**src/design/mhp_pkg.sv**
```systemverilog
// Shared types, constants and a helper function for the MAC header parser.
package mhp_pkg;

  // Frame length limit and the width of the byte position counter
  localparam int MAX_FRAME_BYTES = 256;
  localparam int POS_W           = $clog2(MAX_FRAME_BYTES + 1);

  // Configuration register indexes
  localparam int CFG_IDX_W = 3;
  typedef enum logic [CFG_IDX_W-1:0] {
    REG_TYPE_MASK    = 3'd0,
    REG_MAKER_MASK_0 = 3'd1,
    REG_MAKER_MASK_1 = 3'd2,
    REG_MAKER_MASK_2 = 3'd3,
    REG_MAKER_MASK_3 = 3'd4
  } cfg_reg_t;

  // Header flag bit positions
  localparam int FLAG_EXT = 3;
  localparam int FLAG_FWD = 2;
  localparam int FLAG_UNI = 1;
  localparam int FLAG_SIG = 0;

  // Fixed header byte positions
  localparam logic [POS_W-1:0] POS_TYPE      = POS_W'(0);
  localparam logic [POS_W-1:0] POS_SRC_MAKER = POS_W'(1);
  localparam logic [POS_W-1:0] POS_SRC_ID_LO = POS_W'(2);
  localparam logic [POS_W-1:0] POS_SRC_ID_HI = POS_W'(3);
  localparam logic [POS_W-1:0] POS_EXT       = POS_W'(4);
  localparam logic [POS_W-1:0] POS_MAX       = POS_W'(MAX_FRAME_BYTES);

  // Acceptance masks
  typedef struct packed {
    logic [63:0]      type_mask;
    logic [3:0][63:0] maker_mask;
  } mhp_masks_t;

  // One result item
  typedef struct packed {
    logic [7:0]  payload_byte;
    logic        has_payload;
    logic        frame_end;
    logic [3:0]  header_flags;
    logic [5:0]  frame_type;
    logic [1:0]  ack_mode;
    logic [7:0]  src_maker;
    logic [15:0] src_id;
    logic [7:0]  dst_maker;
    logic [15:0] dst_id;
    logic [31:0] signature_word;
    logic        frame_ok;
  } mhp_result_t;

  // Look up a manufacturer code in its quarter of the maker masks
  function automatic logic maker_ok(input mhp_masks_t m, input logic [7:0] maker);
    return m.maker_mask[maker[7:6]][maker[5:0]];
  endfunction

endpackage

```
**src/design/mhp_cfg_regs.sv**
```systemverilog
// Configuration mask registers of the MAC header parser.
module mhp_cfg_regs (
  input  logic                         clk,
  input  logic                         rst_n,
  input  logic                         cfg_we,
  input  logic [mhp_pkg::CFG_IDX_W-1:0] cfg_index,
  input  logic [63:0]                  cfg_wdata,
  output mhp_pkg::mhp_masks_t          masks
);

  mhp_pkg::mhp_masks_t masks_r;
  mhp_pkg::mhp_masks_t masks_nxt;

  // Decode the write into the addressed mask; drop writes beyond the list
  always_comb begin
    masks_nxt = masks_r;
    if (cfg_we) begin
      unique case (mhp_pkg::cfg_reg_t'(cfg_index))
        mhp_pkg::REG_TYPE_MASK:    masks_nxt.type_mask     = cfg_wdata;
        mhp_pkg::REG_MAKER_MASK_0: masks_nxt.maker_mask[0] = cfg_wdata;
        mhp_pkg::REG_MAKER_MASK_1: masks_nxt.maker_mask[1] = cfg_wdata;
        mhp_pkg::REG_MAKER_MASK_2: masks_nxt.maker_mask[2] = cfg_wdata;
        mhp_pkg::REG_MAKER_MASK_3: masks_nxt.maker_mask[3] = cfg_wdata;
        default: ;
      endcase
    end
  end

  // Hold the masks; reset accepts everything
  always_ff @(posedge clk) begin
    if (!rst_n) begin
      masks_r <= '1;
    end else begin
      masks_r <= masks_nxt;
    end
  end

  assign masks = masks_r;

endmodule

```
**src/design/mhp_decode.sv**
```systemverilog
// Input register, frame state and header decode of the MAC header parser.
module mhp_decode (
  input  logic                clk,
  input  logic                rst_n,
  input  logic                in_valid,
  output logic                in_ready,
  input  logic [7:0]          in_rx_byte,
  input  logic                in_last_byte,
  input  mhp_pkg::mhp_masks_t masks,
  input  logic                out_free,
  output logic                res_load,
  output mhp_pkg::mhp_result_t res
);

  localparam int POS_W = mhp_pkg::POS_W;

  // Input register
  logic       s1_valid_r, s1_valid_nxt;
  logic [7:0] byte_r;
  logic       last_r;

  // Frame state
  logic [POS_W-1:0] pos_r, pos_nxt;
  logic [3:0]       flag_r, flag_nxt;
  logic [5:0]       type_r, type_nxt;
  logic [1:0]       ack_r, ack_nxt;
  logic [7:0]       src_maker_r, src_maker_nxt;
  logic [15:0]      src_id_r, src_id_nxt;
  logic [7:0]       dst_maker_r, dst_maker_nxt;
  logic [15:0]      dst_id_r, dst_id_nxt;
  logic [31:0]      sig_r, sig_nxt;
  logic             err_r, err_nxt;

  logic             ext, uni, sig;
  logic [POS_W-1:0] base, sig_start, sig_off, hdr_len;
  logic             payload;
  logic             res_valid;
  logic             s1_go;
  logic             fire;

  assign ext = flag_r[mhp_pkg::FLAG_EXT];
  assign uni = flag_r[mhp_pkg::FLAG_UNI];
  assign sig = flag_r[mhp_pkg::FLAG_SIG];

  // Decode the held byte against its place in the header
  always_comb begin
    flag_nxt      = flag_r;
    type_nxt      = type_r;
    ack_nxt       = ack_r;
    src_maker_nxt = src_maker_r;
    src_id_nxt    = src_id_r;
    dst_maker_nxt = dst_maker_r;
    dst_id_nxt    = dst_id_r;
    sig_nxt       = sig_r;
    err_nxt       = err_r;
    payload       = 1'b0;
    base          = ext ? (mhp_pkg::POS_EXT + POS_W'(1)) : mhp_pkg::POS_EXT;
    sig_start     = base + (uni ? POS_W'(3) : POS_W'(0));
    sig_off       = pos_r - sig_start;

    if (pos_r == mhp_pkg::POS_TYPE) begin
      flag_nxt = {byte_r[7], byte_r[6], 2'b00};
      type_nxt = byte_r[5:0];
      if (!masks.type_mask[byte_r[5:0]]) err_nxt = 1'b1;
    end else if (pos_r == mhp_pkg::POS_SRC_MAKER) begin
      src_maker_nxt = byte_r;
      if (!mhp_pkg::maker_ok(masks, byte_r)) err_nxt = 1'b1;
    end else if (pos_r == mhp_pkg::POS_SRC_ID_LO) begin
      src_id_nxt = {8'h00, byte_r};
    end else if (pos_r == mhp_pkg::POS_SRC_ID_HI) begin
      src_id_nxt = {byte_r, src_id_r[7:0]};
    end else if (pos_r == mhp_pkg::POS_EXT && ext) begin
      // Extended byte: ack mode, unicast and signature flags
      ack_nxt = byte_r[7:6];
      if (byte_r[5]) flag_nxt[mhp_pkg::FLAG_UNI] = 1'b1;
      if (byte_r[4]) flag_nxt[mhp_pkg::FLAG_SIG] = 1'b1;
      if (byte_r[7:6] != 2'b00 && !byte_r[5]) err_nxt = 1'b1;
    end else if (uni && pos_r == base) begin
      dst_maker_nxt = byte_r;
      if (!mhp_pkg::maker_ok(masks, byte_r)) err_nxt = 1'b1;
    end else if (uni && pos_r == base + POS_W'(1)) begin
      dst_id_nxt = {8'h00, byte_r};
    end else if (uni && pos_r == base + POS_W'(2)) begin
      dst_id_nxt = {byte_r, dst_id_r[7:0]};
    end else if (sig && pos_r >= sig_start && pos_r < sig_start + POS_W'(4)) begin
      // Little-endian signature, one byte lane per position
      sig_nxt = sig_r | ({24'h000000, byte_r} << {sig_off[1:0], 3'b000});
    end else if (pos_r < mhp_pkg::POS_MAX) begin
      payload = 1'b1;
    end

    // Count bytes, saturating at the frame limit
    pos_nxt = (pos_r < mhp_pkg::POS_MAX) ? pos_r + POS_W'(1) : pos_r;

    hdr_len = POS_W'(4)
            + (flag_nxt[mhp_pkg::FLAG_EXT] ? POS_W'(1) : POS_W'(0))
            + (flag_nxt[mhp_pkg::FLAG_UNI] ? POS_W'(3) : POS_W'(0))
            + (flag_nxt[mhp_pkg::FLAG_SIG] ? POS_W'(4) : POS_W'(0));
  end

  // Build the result item
  always_comb begin
    res              = '0;
    res.payload_byte = payload ? byte_r : 8'h00;
    res.has_payload  = payload;
    if (last_r) begin
      res.frame_end      = 1'b1;
      res.header_flags   = flag_nxt;
      res.frame_type     = type_nxt;
      res.ack_mode       = ack_nxt;
      res.src_maker      = src_maker_nxt;
      res.src_id         = src_id_nxt;
      res.dst_maker      = dst_maker_nxt;
      res.dst_id         = dst_id_nxt;
      res.signature_word = sig_nxt;
      res.frame_ok       = !err_nxt && (pos_nxt >= hdr_len);
    end
  end

  // Advance the held item unless its result finds the output full
  assign res_valid    = payload || last_r;
  assign s1_go        = !res_valid || out_free;
  assign fire         = s1_valid_r && s1_go;
  assign res_load     = fire && res_valid;
  assign in_ready     = !s1_valid_r || s1_go;
  assign s1_valid_nxt = (in_valid && in_ready) ? 1'b1 : (fire ? 1'b0 : s1_valid_r);

  // Input register
  always_ff @(posedge clk) begin
    if (!rst_n) begin
      s1_valid_r <= 1'b0;
    end else begin
      s1_valid_r <= s1_valid_nxt;
    end
  end

  always_ff @(posedge clk) begin
    if (in_valid && in_ready) begin
      byte_r <= in_rx_byte;
      last_r <= in_last_byte;
    end
  end

  // Frame state: update per item, clear after the last byte
  always_ff @(posedge clk) begin
    if (!rst_n || (fire && last_r)) begin
      pos_r       <= '0;
      flag_r      <= '0;
      type_r      <= '0;
      ack_r       <= '0;
      src_maker_r <= '0;
      src_id_r    <= '0;
      dst_maker_r <= '0;
      dst_id_r    <= '0;
      sig_r       <= '0;
      err_r       <= 1'b0;
    end else if (fire) begin
      pos_r       <= pos_nxt;
      flag_r      <= flag_nxt;
      type_r      <= type_nxt;
      ack_r       <= ack_nxt;
      src_maker_r <= src_maker_nxt;
      src_id_r    <= src_id_nxt;
      dst_maker_r <= dst_maker_nxt;
      dst_id_r    <= dst_id_nxt;
      sig_r       <= sig_nxt;
      err_r       <= err_nxt;
    end
  end

endmodule

```
**src/design/mhp_out_reg.sv**
```systemverilog
// Result register of the MAC header parser.
module mhp_out_reg (
  input  logic                 clk,
  input  logic                 rst_n,
  input  logic                 res_load,
  input  mhp_pkg::mhp_result_t res,
  output logic                 out_free,
  output logic                 out_valid,
  input  logic                 out_ready,
  output mhp_pkg::mhp_result_t out_res
);

  logic                 valid_r, valid_nxt;
  mhp_pkg::mhp_result_t res_r;

  // Free when empty or when the held item leaves this cycle
  assign out_free  = !valid_r || out_ready;
  assign valid_nxt = res_load ? 1'b1 : (out_ready ? 1'b0 : valid_r);

  always_ff @(posedge clk) begin
    if (!rst_n) begin
      valid_r <= 1'b0;
    end else begin
      valid_r <= valid_nxt;
    end
  end

  // Load a new item; hold while stalled
  always_ff @(posedge clk) begin
    if (res_load) begin
      res_r <= res;
    end
  end

  assign out_valid = valid_r;
  assign out_res   = res_r;

endmodule

```
**src/design/mac_header_parser.sv**
```systemverilog
// Top level of the MAC header parser: byte stream in, payload and header report out.
//
//  channel | handshake               | payload
//  --------+-------------------------+------------------------------------------
//  in      | in_valid / in_ready     | in_rx_byte, in_last_byte
//  out     | out_valid / out_ready   | out_payload_byte .. out_frame_ok
//  cfg     | cfg_we                  | cfg_index, cfg_wdata (five 64-bit masks)
//
// One item a cycle while no result stalls: an item is held in the input
// register while its header byte is decoded, and its result is then loaded
// into the result register. Header bytes that are not last give no result
// and leave the input register without waiting on the output. A stalled
// result holds the result register; the input register keeps taking items
// until it too is full. Reset clears the frame state and sets all masks to
// accept everything.
module mac_header_parser (
  input  logic                          clk,
  input  logic                          rst_n,
  input  logic                          in_valid,
  output logic                          in_ready,
  input  logic [7:0]                    in_rx_byte,
  input  logic                          in_last_byte,
  output logic                          out_valid,
  input  logic                          out_ready,
  output logic [7:0]                    out_payload_byte,
  output logic                          out_has_payload,
  output logic                          out_frame_end,
  output logic [3:0]                    out_header_flags,
  output logic [5:0]                    out_frame_type,
  output logic [1:0]                    out_ack_mode,
  output logic [7:0]                    out_src_maker,
  output logic [15:0]                   out_src_id,
  output logic [7:0]                    out_dst_maker,
  output logic [15:0]                   out_dst_id,
  output logic [31:0]                   out_signature_word,
  output logic                          out_frame_ok,
  input  logic                          cfg_we,
  input  logic [mhp_pkg::CFG_IDX_W-1:0] cfg_index,
  input  logic [63:0]                   cfg_wdata
);

  mhp_pkg::mhp_masks_t  masks;
  mhp_pkg::mhp_result_t res;
  mhp_pkg::mhp_result_t out_res;
  logic                 res_load;
  logic                 out_free;

  mhp_cfg_regs u_cfg (
    .clk       (clk),
    .rst_n     (rst_n),
    .cfg_we    (cfg_we),
    .cfg_index (cfg_index),
    .cfg_wdata (cfg_wdata),
    .masks     (masks)
  );

  mhp_decode u_decode (
    .clk          (clk),
    .rst_n        (rst_n),
    .in_valid     (in_valid),
    .in_ready     (in_ready),
    .in_rx_byte   (in_rx_byte),
    .in_last_byte (in_last_byte),
    .masks        (masks),
    .out_free     (out_free),
    .res_load     (res_load),
    .res          (res)
  );

  mhp_out_reg u_out (
    .clk       (clk),
    .rst_n     (rst_n),
    .res_load  (res_load),
    .res       (res),
    .out_free  (out_free),
    .out_valid (out_valid),
    .out_ready (out_ready),
    .out_res   (out_res)
  );

  // Unpack the result item onto its ports
  assign out_payload_byte   = out_res.payload_byte;
  assign out_has_payload    = out_res.has_payload;
  assign out_frame_end      = out_res.frame_end;
  assign out_header_flags   = out_res.header_flags;
  assign out_frame_type     = out_res.frame_type;
  assign out_ack_mode       = out_res.ack_mode;
  assign out_src_maker      = out_res.src_maker;
  assign out_src_id         = out_res.src_id;
  assign out_dst_maker      = out_res.dst_maker;
  assign out_dst_id         = out_res.dst_id;
  assign out_signature_word = out_res.signature_word;
  assign out_frame_ok       = out_res.frame_ok;

endmodule

```
**config.mk**
```make
export PLATFORM = sky130hd
export DESIGN_NAME = mac_header_parser
export DESIGN_NICKNAME = d
export VERILOG_FILES = /design/src/design/mhp_pkg.sv /design/src/design/mhp_cfg_regs.sv /design/src/design/mhp_decode.sv /design/src/design/mhp_out_reg.sv /design/src/design/mac_header_parser.sv
export SDC_FILE = /design/constraint.sdc
export NUM_CORES = 1
export LEC_CHECK = 0
export BUFFER_PORTS_ARGS = -buffer_cell sky130_fd_sc_hd__buf_4
export CORE_AREA = 3 3 325 247
export CTS_CLUSTER_SIZE = 8
export DETAILED_ROUTE_END_ITERATION = 8
export DIE_AREA = 0 0 328 250
export SYNTH_ARGS = -nofsm -noshare
export SYNTH_HDL_FRONTEND = slang
export SYNTH_SLANG_ARGS = --single-unit
```
**constraint.sdc**
```tcl
create_clock -name clk -period 9.4 [get_ports clk]
set_clock_uncertainty 0.05 [all_clocks]
set_input_delay 0.94 -clock clk [delete_from_list [all_inputs] [get_ports clk]]
set_output_delay 0.94 -clock clk [all_outputs]
set_load 0.01 [all_outputs]
```
; ---- Yosys cells after proc, flatten, opt, wreduce, memory -nomap -nowiden
; Cells that the tools add are included.
[op_classes]
add_sub_neg = 9
n_lt_le_gt_ge = 6
n_eq_ne = 11
shifts = 1
muxes = 79
n_bitwise = 1
reduce_logical = 33
[op_table]
columns = operator, count
row1 = $mux W32, 9
row2 = $mux W16, 12
row3 = $bmux W64 S2, 1
row4 = $mux W94, 1
row5 = $mux W64, 1
row6 = $mux W8, 8
row7 = $or A32 B32 Y32, 1
row8 = $shl A8 B5 Y32, 1
row9 = $mux W1, 29
row10 = $mux W2, 13
row11 = $add A9 B1 Y9 const B, 2
row12 = $add A9 B9 Y9, 2
row13 = $eq A9 B2 Y1 const B, 2
row14 = $eq A9 B9 Y1, 2
row15 = $ge A9 B9 Y1, 2
row16 = $bmux W1 S6, 2
row17 = $logic_and A1 B1 Y1, 12
row18 = $reduce_and A2 Y1, 5
row19 = $add A4 B9 Y9 const A, 1
row20 = $add A9 B2 Y9 const B, 1
row21 = $add A9 B3 Y9 const B, 1
row22 = $eq A9 B1 Y1 const B, 1
row23 = $eq A9 B3 Y1, 1
row24 = $eq A9 B3 Y1 const B, 1
row25 = other kinds (17), 29
[totals]
ff_bits = 536
inputBits = 81
word_cells = 171

; ---- Logic depth before layout (Yosys ltp)
; Gate-level depths: netlist (run 1).
[logic_depth]
word_depth = 20
ltp_mapped = 16
ltp_nobuf = 14

; ---- Cells and area by module
; A second synthesis (run 1) with hierarchy kept.
[hier_totals]
cells_unflattened = 2208
area_unflattened_um2 = 24622.4
[by_module_without_submodules]
columns = module, instances, cells_per_inst, area_per_inst_um2, seq_area_each_um2
row1 = mhp_cfg_regs, 1, 1109, 12569.6, 6406.1
row2 = mhp_decode, 1, 992, 8911.0, 2332.2
row3 = mhp_out_reg, 1, 107, 3141.8, 3113.0

; ---- Worst setup path before layout (run 1)
; Ideal clock, no wire load.
[synth_path]
kind = reg-to-reg
startpoint = register u_decode.flag_r[3]
endpoint = register u_out.res_r (netlist bit u_out.out_res[0]), enable pin
arrival_time_ns = 6.979
slack_ns = 1.804
path_stages_with_launch = 14
n_path_buf = 2
synth_period_minus_slack_ns = 7.596
cell_sequence = dfxtp_1 clkbuf_1 inv_1 ha_1 inv_1 ha_1 nand2b_1 a2111oi_0 nor4b_1 o21a_1 nor3b_1 clkbuf_1 nor2_1 nor2_1
[synth_via]
elab_chain_cells = 19
elab_cells_between_ends = 30
[synth_rtl]
columns = element, line
row1 = "start, declared", mhp_decode.sv:24  ; logic [3:0] flag_r, flag_nxt;
row2 = "start signal, assigned", mhp_decode.sv:159  ; flag_r <= flag_nxt;
row3 = $mux W1, mhp_decode.sv:57  ; base = ext ? (mhp_pkg::POS_EXT + POS_W'(1)) : mhp_pkg::POS_EXT;
row4 = $add A3 B2 Y4, mhp_decode.sv:58  ; sig_start = base + (uni ? POS_W'(3) : POS_W'(0));
row5 = $add A9 B3 Y9 / $ge A9 B9 Y1 (equally long branches), mhp_decode.sv:85  ; end else if (sig && pos_r >= sig_start && pos_r < sig_start + POS_W'(4)) begin
row6 = $lt A9 B9 Y1 / $logic_and A1 B1 Y1 (equally long branches), mhp_decode.sv:85
row7 = $logic_and A1 B1 Y1, mhp_decode.sv:85
row8 = $mux W1, mhp_decode.sv:85
row9 = $mux W1, mhp_decode.sv:83  ; end else if (uni && pos_r == base + POS_W'(2)) begin
row10 = $mux W1, mhp_decode.sv:81  ; end else if (uni && pos_r == base + POS_W'(1)) begin
row11 = [5 not listed], n/a
row12 = $mux W1 *, mhp_decode.sv:61  ; if (pos_r == mhp_pkg::POS_TYPE) begin
row13 = via u_decode.payload, mhp_decode.sv:36  ; logic payload;
row14 = $logic_or A1 B1 Y1 *, mhp_decode.sv:121  ; assign res_valid = payload || last_r;
row15 = $logic_not A1 Y1, mhp_decode.sv:122  ; assign s1_go = !res_valid || out_free;
row16 = $logic_or A1 B1 Y1, mhp_decode.sv:122
row17 = $logic_and A1 B1 Y1, mhp_decode.sv:123  ; assign fire = s1_valid_r && s1_go;
row18 = $logic_and A1 B1 Y1 *, mhp_decode.sv:124  ; assign res_load = fire && res_valid;
row19 = via res_load, mac_header_parser.sv:45  ; logic res_load;
row20 = "end signal, assigned", mhp_out_reg.sv:31  ; res_r <= res;
row21 = "end, declared", mhp_out_reg.sv:14  ; mhp_pkg::mhp_result_t res_r;
; Mark *: on every way through the listed nets, which the timed path passes. The rest lies on a longest branch.
; A chain may end at the register's enable or synchronous reset.

; ---- Worst setup path in the final report (run 1)
[layout_path]
startpoint = register u_decode.flag_r[3]
endpoint = output port in_ready
[layout_via]
elab_chain_cells = 18
elab_cells_between_ends = 29
[layout_rtl]
columns = element, line
row1 = $mux W1, mhp_decode.sv:57
row2 = $add A3 B2 Y4, mhp_decode.sv:58
row3 = $add A9 B3 Y9 / $ge A9 B9 Y1 (equally long branches), mhp_decode.sv:85
row4 = $lt A9 B9 Y1 / $logic_and A1 B1 Y1 (equally long branches), mhp_decode.sv:85
row5 = $logic_and A1 B1 Y1, mhp_decode.sv:85
row6 = $mux W1, mhp_decode.sv:85
row7 = $mux W1, mhp_decode.sv:83
row8 = $mux W1, mhp_decode.sv:81
row9 = [2 not listed], n/a
row10 = $mux W1 *, mhp_decode.sv:70  ; end else if (pos_r == mhp_pkg::POS_SRC_ID_HI) begin
row11 = $mux W1 *, mhp_decode.sv:68  ; end else if (pos_r == mhp_pkg::POS_SRC_ID_LO) begin
row12 = $mux W1 *, mhp_decode.sv:65  ; end else if (pos_r == mhp_pkg::POS_SRC_MAKER) begin
row13 = $mux W1 *, mhp_decode.sv:61
row14 = $logic_or A1 B1 Y1 *, mhp_decode.sv:121
row15 = $logic_not A1 Y1 *, mhp_decode.sv:122
row16 = $logic_or A1 B1 Y1 *, mhp_decode.sv:122
row17 = $logic_or A1 B1 Y1 *, mhp_decode.sv:125  ; assign in_ready = !s1_valid_r || s1_go;
row18 = "end, declared", mac_header_parser.sv:20  ; output logic in_ready,
; Mark *: on every way between the ends. The rest lies on a longest branch, timed or not.

==> out/qor.yml, run 1 <==
sta:
  final.hold.worst_slack_ns: 0.408
  layout_worst_path_cycle_share_pct: 53.2
  finalHoldViolCount: 0
  worst_margin_slew_ns: 1.14
  rsz0062_at_grt: "false"
  timing.max_slew.rel_slack_pct: 24.0
  timing.setup.tns_ns: 0
  finalSetupViolations: 0
  timing_max_transition_violations_final: 0
  post-route-min-period_ns: 5.00
  fmaxAchievable_mhz: 200
floorplan:
  design.portCount: 186
  row_count: 88
  floorplan_die_area_sq_um: 82000
  floorplan.die.width_um: 328
  dieHeight_um: 250
  initial_core_util_pct: 30.0
  placeableCoreArea_sq_um: 77000
global_route:
  grt_pass1_wl_um: 110000
  grt_pass1_vias: 18080
  grt_start_max_net_pins: 99
  initial_antenna_violation_count: 5
  grt_overflow: 0
  global_route.usage.total_pct: 17.1
detailed_routing:
  totalWireLength_um: 71700
  drt-pass1-iter-count: 6
  antenna_left: 0
  wire_per_inst_um: 19.4
  drcViolationCount: 0
  drt_iter0_markers: 1953
  vias_per_cell: 5.06
  routed_via_count: 18705
clocking:
  cts-root-buf: "clkbuf_16"
  clockBufferDepth: 3
  insertion_delay_ns: 0.63
  cts_made_buffers: 77
  htree_num_levels: 3
  clock_tree_from_tritoncts: "done"
  cts.repair_timing.setup_buffer_count: 0
  cts_resized: 0
  cts.clk_slew.worst_paths_ns: 0.05
  post_cts_hold_buffer_count: 0
  cts_num_sinks: 536
logic_synthesis:
  post_synth.cell_area_avg_sq_um: 9.07
  synth_top_family_by_area: "simple AND/OR/NAND/NOR gates"
  synth_largest_type_area_fraction_pct: 36.8
  yosysMostFrequentCell: "nand2_1"
  synth_seq_cells: 536
  synth.cell_area_sq_um: 23100
  count_of_flip_flops_with_a_built_in_enable_after_synthesis: 112
  synth_compound_gate_area_share_pct: 7.66
  adder_cell_area_share_of_the_yosys_netlist_pct: 0.975
  yosys-top-cells-count: "nand2_1 (720), dfxtp_1 (424), nand3_1 (355)"
  ys_async_sr_fraction_pct: 0
  syn_warnings: 0
  yosys-top-cells-area: "dfxtp_1 (37%), edfxtp_1 (15%), nand2_1 (12%), nand3_1 (7.7%), mux4_2 (7.5%)"
  mappedNetlistNets: 2646
  synth_simple_gate_area_share_pct: 25.3
  synth-main-ff-cell: "dfxtp_1"
  synth.mux.area_fraction_pct: 10.3
  post_synth_num_cell_types: 64
  synth_xor_xnor_area_share_pct: 0.417
  synth.yosys.seq_area_share_pct: 51.3
  netlist_instances: 2547
  netlist.top_cell.by_area: "dfxtp_1"
run_status:
  status: "finished, final reports clean"
setup_path:
  start_kind: "flop"
  worstPathMaxFanout: 12
  worst_ep_arrival_time_ns: 4.01
  critical_path.endpoint_type: "primary output"
  critical_path_required_ns: 8.41
  timing.setup.critical_path_class: "flop to primary output"
final_layout:
  final_nets: 2726
  fillerInstances: 7731
  post_route_cells_drive_above_1_share_pct: 15.7
  layout-area-overhead-vs-synth_pct: 18.8
placement:
  place_congestion: 0.833
  buffer_ports.inserted: 185
  dp.final_hpwl_um: 41800
power:
  peakVddDrop_mv: 0.115
  leakagePower_nw: 11.0
  pwr_density_cell_nw_per_um2: 197
worst_hold_path:
  hp-class: "flop to flop"
job:
  cap_violations: 0
[power breakdown]
part | leakage [nW] | switching [mW] | internal (mW)
sequential | 4.56 | 0.0344 | 2.42
clock | 1.04 | 1.03 | 1.51
combinational | 5.44 | 0.268 | 0.152
[sequential cells by signal, summed over array words and instances (netlist names)]
signal and flops:
u_decode.pos_r 9, u_decode.flag_r 4, u_cfg.masks 320, u_decode.ack_r 2
u_decode.src_id_r 16, u_decode.type_r 6, u_decode.last_r 1, u_out.out_valid 1
u_decode.dst_id_r 16, u_decode.src_maker_r 8, u_decode.s1_valid_r 1, u_decode.dst_maker_r 8
u_decode.err_r 1, u_decode.sig_r 32, u_out.out_res 103, u_decode.byte_r 8
[final timing paths]
check                           from          endpoint  slack, ns  depth (start not counted)
setup / recovery  u_decode.flag_r[3]          in_ready       4.40                         13
hold / removal       u_cfg.masks[79]   u_cfg.masks[79]       0.41                          2
setup reg to reg  u_decode.byte_r[7]  u_out.out_res[0]       4.66                          9
hold reg to reg      u_cfg.masks[79]   u_cfg.masks[79]       0.41                          2
[layout by cell type (no fill, tap or decap), drive strengths merged, types with 5 or more instances in the layout]
cell and count:
a21oi 103, nor2b 81, inv 23, dfxtp 424
clkbuf 103, nor3b 6, mux2 14, nor2 81
o211ai 5, ha 18, xnor2 7, a211oi 13
mux4 77, nand2b 11, nand3 355, o21ai 56
buf 218, nand4 8, a31oi 34, and2 17
nor4 5, mux2i 49, nor3 9, nand2 720
a22oi 21, a21boi 17, edfxtp 112
[metal layers]
layer | GRT usage, % | up-vias | wire [um]
met5 | 0 | - | 41
met2 | 25.9 | 579 | 32000
met1 | 24.4 | 9113 | 33300
met3 | 3.63 | 87 | 4950
li1 | - | 8920 | -
met4 | 4.97 | 6 | 1360
[through the flow]
step                total power, mW  cell area (sq um)  cells  utilization (%)  setup WS [ns]
floorplan                      2.75              23100   2547                -           1.80
global placement               2.91              25300   3583             32.8           4.66
detailed placement             2.92              25300   3583             32.8           4.70
CTS                            5.46              27400   3693             35.6           4.40
global route                   5.60              27400   3693             35.6           4.01
finish                         5.41              27400   3694             35.6           4.40
[worst max-delay path, cell delays in order, from the launching register on]
cell and delay [ns]:
dfxtp_1 0.56, inv_1 0.15, ha_1 0.30, inv_1 0.04, ha_1 0.32, nand2b_1 0.17, a2111oi_0 0.43, nor4b_1 0.12
o21a_1 0.22, nor3b_1 0.27, buf_4 0.26, o211a_1 0.34, inv_1 0.07, buf_4 0.15
[cell families (layout without fill, tap and decap cells)]
| family | after synthesis | in the layout |
|---|---|---|
| AOI/OAI and AO/OA | 286 | 286 |
| adders and majority gates | 18 | 18 |
| muxes | 140 | 140 |
| buffers and inverters | 237 | 348 |
| and+or+nand+nor | 1319 | 1319 |
| xor gates and xnor gates | 11 | 11 |
| other | 0 | 1 |
| DFF | 536 | 536 |
[area by class of cell]
class	instances	area [sq um]	share of cell area [%]
Tap cell	1035	1290	4.72
Timing Repair Buffer	218	1640	5.99
Clock buffer	103	2050	7.46
Sequential cell	536	11900	43.2
Antenna cell	1	2.50	0.00912
Inverter	20	75.1	0.274
Clock inverter	7	111	0.406
Multi-Input combinational cell	1774	10400	37.9
No activity file was read; power rests on OpenSTA's default activity.
==> inputs of run 2 (changes only) <==
--- a/config.mk
+++ b/config.mk
@@ -5,11 +5,12 @@
 export SDC_FILE = /design/constraint.sdc
 export NUM_CORES = 1
 export LEC_CHECK = 0
+export ABC_AREA = 1
 export BUFFER_PORTS_ARGS = -buffer_cell sky130_fd_sc_hd__buf_4
-export CORE_AREA = 3 3 325 247
+export CORE_AREA = 3 3 329 250
 export CTS_CLUSTER_SIZE = 8
 export DETAILED_ROUTE_END_ITERATION = 8
-export DIE_AREA = 0 0 328 250
+export DIE_AREA = 0 0 332 253
 export SYNTH_ARGS = -nofsm -noshare
 export SYNTH_HDL_FRONTEND = slang
 export SYNTH_SLANG_ARGS = --single-unit
==> constraint.sdc (replaced) <==
create_clock -name clk -period 4.5 [get_ports clk]
set_clock_uncertainty 0.05 [all_clocks]
set_input_delay 0.45 -clock clk [delete_from_list [all_inputs] [get_ports clk]]
set_output_delay 0.45 -clock clk [all_outputs]
set_load 0.01 [all_outputs]
==> run 2 against run 1 <==
  * Cell count up 17%
  * First-iteration DRC count down 1.7%
  * Largest power group unchanged
  * Sequential cell count unchanged
  * Power up 110%
  * Clock power up 100%
  * Area after synthesis up 2.4%
  * Via count up 12%
  * Non-clock buffer count up 23
  * Clock-buffer cell count down 1
  * Die area up 2.4%
==> out/qor.yml, run 2 <==
floorplan:
  design.portCount: 186  # unchanged
  row_count: 89  # +1.1%
  dieHeight_um: 253  # +1.2%
  floorplan_die_area_sq_um: 84000  # +2.4%
  initial_core_util_pct: 30.0  # about the same
  placeableCoreArea_sq_um: 78800  # +2.4%
  floorplan.die.width_um: 332  # +1.2%
global_route:
  grt_overflow: 0  # unchanged
  grt_pass1_vias: 19334  # +6.9%
  global_route.usage.total_pct: 17.6  # +0.50 points
  initial_antenna_violation_count: 7  # +2
  grt_pass1_wl_um: 117000  # +5.7%
  grt_start_max_net_pins: 151  # +53%
sta:
  timing.setup.tns_ns: 0  # unchanged
  final.hold.worst_slack_ns: 0.0382  # -0.369 ns
  finalSetupViolations: 0  # unchanged
  finalHoldViolCount: 0  # unchanged
  fmaxAchievable_mhz: 252
  layout_worst_path_cycle_share_pct: 88.1
  timing_max_transition_violations_final: 0  # unchanged
  post-route-min-period_ns: 3.97
  timing.max_slew.rel_slack_pct: 24.9  # +0.88 points
  worst_margin_slew_ns: 1.13  # -0.00907 ns
  rsz0062_at_grt: "false"
clocking:
  clock_tree_from_tritoncts: "done"
  htree_num_levels: 3  # unchanged
  insertion_delay_ns: 0.61  # -0.02 ns
  cts-root-buf: "clkbuf_16"
  cts_resized: 0  # unchanged
  cts_made_buffers: 76  # -1.3%
  cts_num_sinks: 536  # unchanged
  cts.repair_timing.setup_buffer_count: 0  # unchanged
  cts.clk_slew.worst_paths_ns: 0.06  # about the same
  clockBufferDepth: 3  # unchanged
power:
  seq_power_share_pct: 45.5  # +0.2 points
  p_int_mw: 8.45  # +110%
  power.share.switching_pct: 24.9  # +0.25 points
  clkPwrFrac_pct: 45.8  # -1.1 points
  power.switching_mw: 2.80  # +110%
  peakVddDrop_mv: 0.188  # +63%
  pwr_density_cell_nw_per_um2: 399  # +100%
  leakagePower_nw: 12.4  # +12%
  share_comb_of_total_power_pct: 8.7  # +0.9 points
setup_path:
  worst_ep_arrival_time_ns: 4.39  # +0.38 ns
  start_kind: "flop"
  critical_path_required_ns: 4.92  # -3.49 ns
  critical_path.endpoint_type: "flop"
  timing.setup.critical_path_class: "flop to flop"
  worstPathMaxFanout: 33  # +21
logic_synthesis:
  ys_async_sr_fraction_pct: 0  # unchanged
  synth_compound_gate_area_share_pct: 13.1  # +5.4 points
  adder_cell_area_share_of_the_yosys_netlist_pct: 0.952  # -0.023 points
  mappedNetlistNets: 3230  # +22%
  synth-main-ff-cell: "dfxtp_1"
  synth.yosys.seq_area_share_pct: 50.1  # -1.2 points
  syn_warnings: 0  # unchanged
  synth_largest_type_area_fraction_pct: 35.9  # -0.86 points
  yosys-top-cells-area: "dfxtp_1 (36%), edfxtp_1 (14%), nand2_1 (14%), nand3_1 (8.0%), o211ai_1 (4.9%)"
  synth_simple_gate_area_share_pct: 27.3  # +2.0 points
  synth.cell_area_sq_um: 23600  # +2.4%
  synth_xor_xnor_area_share_pct: 0.222  # -0.19 points
  post_synth_num_cell_types: 37  # -42%
  yosys-top-cells-count: "nand2_1 (856), dfxtp_1 (424), nand3_1 (379)"
  synth_top_family_by_area: "simple AND/OR/NAND/NOR gates"
  count_of_flip_flops_with_a_built_in_enable_after_synthesis: 112  # unchanged
  synth_seq_cells: 536  # unchanged
  netlist_instances: 3131  # +23%
  post_synth.cell_area_avg_sq_um: 7.55  # -17%
  synth.mux.area_fraction_pct: 0  # -10 points
  yosysMostFrequentCell: "nand2_1"
  netlist.top_cell.by_area: "dfxtp_1"
placement:
  dp.final_hpwl_um: 45700  # +9.3%
  place_congestion: 0.891  # +7.0%
  buffer_ports.inserted: 185  # unchanged
detailed_routing:
  totalWireLength_um: 75900  # +5.8%
  drcViolationCount: 0  # unchanged
  antenna_left: 0  # unchanged
  drt-pass1-iter-count: 5  # -1
  wire_per_inst_um: 17.6  # -9.2%
  vias_per_cell: 4.85  # -4.2%
  drt_iter0_markers: 1920  # -1.7%
  routed_via_count: 20871  # +12%
final_layout:
  post_route_cells_drive_above_1_share_pct: 10.9  # -4.8 points
  layout-area-overhead-vs-synth_pct: 19.1
  final_common_cell: "nand2_1"
  largest_register_ffs: 320  # unchanged
  final_nets: 3325  # +22%
  fillerInstances: 8237  # +6.5%
  most-common-layout-cells: "nand2_1 (856), dfxtp_1 (424), nand3_1 (378), inv_1 (266), nor2_1 (262)"
  finalCoreUtilization_pct: 35.7  # +0.091 points
run_status:
  status: "finished, final reports clean"
job:
  cap_violations: 0  # unchanged
worst_hold_path:
  hp-class: "input port to flop"
## run 2: changes by cell type after synthesis, sizes merged, moves of 49 or more
cell | before | now
o21ai | 56 | 148
o211ai | 5 | 154
mux2i | 49 | 0
nor2 | 81 | 264
nor2b | 81 | 0
mux4 | 77 | 0
inv | 20 | 284
nand2 | 720 | 862
## run 2: kinds of logic after synthesis
family,count (synthesis)
buf+inv,512
compound gates,504
flops,536
xor+xnor,6
fa+ha+maj,18
simple gates,1555
## run 2: power groups by stage
stage / clock network (mW) / logic (mW) / registers (mW)
after floorplan: 0 / 0.560 / 5.21
after global placement: 0 / 0.972 / 5.21
after detailed placement: 0 / 0.975 / 5.21
after CTS: 5.27 / 0.987 / 5.12
after global routing: 5.49 / 1.09 / 5.12
final: 5.15 / 0.981 / 5.12
## run 2: repair_timing
action                     4_1_cts  5_1_grt
hold buffers                     9        0
hold endpoints to repair         9        0
setup endpoints to repair        0        0
## run 2: worst paths after layout
kind	from	to	slack [ns]	depth (start not counted)
setup / recovery	u_decode.flag_r[3]	u_decode.err_r	0.53	20
hold reg to reg	u_cfg.masks[54]	u_cfg.masks[54]	0.40	2
hold / removal	cfg_wdata[13]	u_cfg.masks[205]	0.04	3
setup reg to reg	u_decode.flag_r[3]	u_decode.err_r	0.53	20
## run 2: final cells by class
type / count / area, sq um / area share [%]
inverter: 288 / 1080 / 3.85
sequential: 536 / 11900 / 42.1
timing repair buffer: 241 / 1990 / 7.06
clock buffer: 102 / 2020 / 7.17
clock inverter: 5 / 58.8 / 0.209
antenna: 3 / 7.51 / 0.0266
tap: 1046 / 1310 / 4.65
multi-input combinational: 2083 / 9850 / 35.0
## run 2: worst max-delay path: stages (launching register included)
cell	delay [ns]
dfxtp_1	0.43
inv_1	0.09
ha_1	0.29
inv_1	0.04
ha_1	0.18
nor2_1	0.15
inv_1	0.07
a31o_2	0.20
inv_1	0.04
o21ai_0	0.08
nand2_1	0.07
nand3b_1	0.07
buf_4	0.20
nand2_4	0.17
nand2_2	0.11
a21oi_4	0.42
nand2_1	0.12
nand2_2	0.41
inv_2	0.40
o21ai_0	0.18
a21oi_1	0.05
## run 2: per-layer routing
metal / GRT usage, % / part of all wire, %
met1: 25.2 / 48
met2: 26.9 / 44
met3: 3.70 / 6.6
met4: 4.55 / 2.0
met5: 0 / 0.050
## run 2: per-stage QoR
| step | area, sq um | worst slack [ns] | cells | power (mW) |
|---|---|---|---|---|
| 6_report | 28200 | 0.534 | 4304 | 11.3 |
| 5_1_grt | 28200 | 0.134 | 4302 | 11.7 |
| 4_1_cts | 28200 | 0.498 | 4301 | 11.4 |
| 3_5_place_dp | 26000 | 0.517 | 4185 | 6.19 |
| 3_3_place_gp | 26000 | 0.519 | 4185 | 6.18 |
| 2_1_floorplan | 23600 | 0.582 | 3131 | 5.77 |
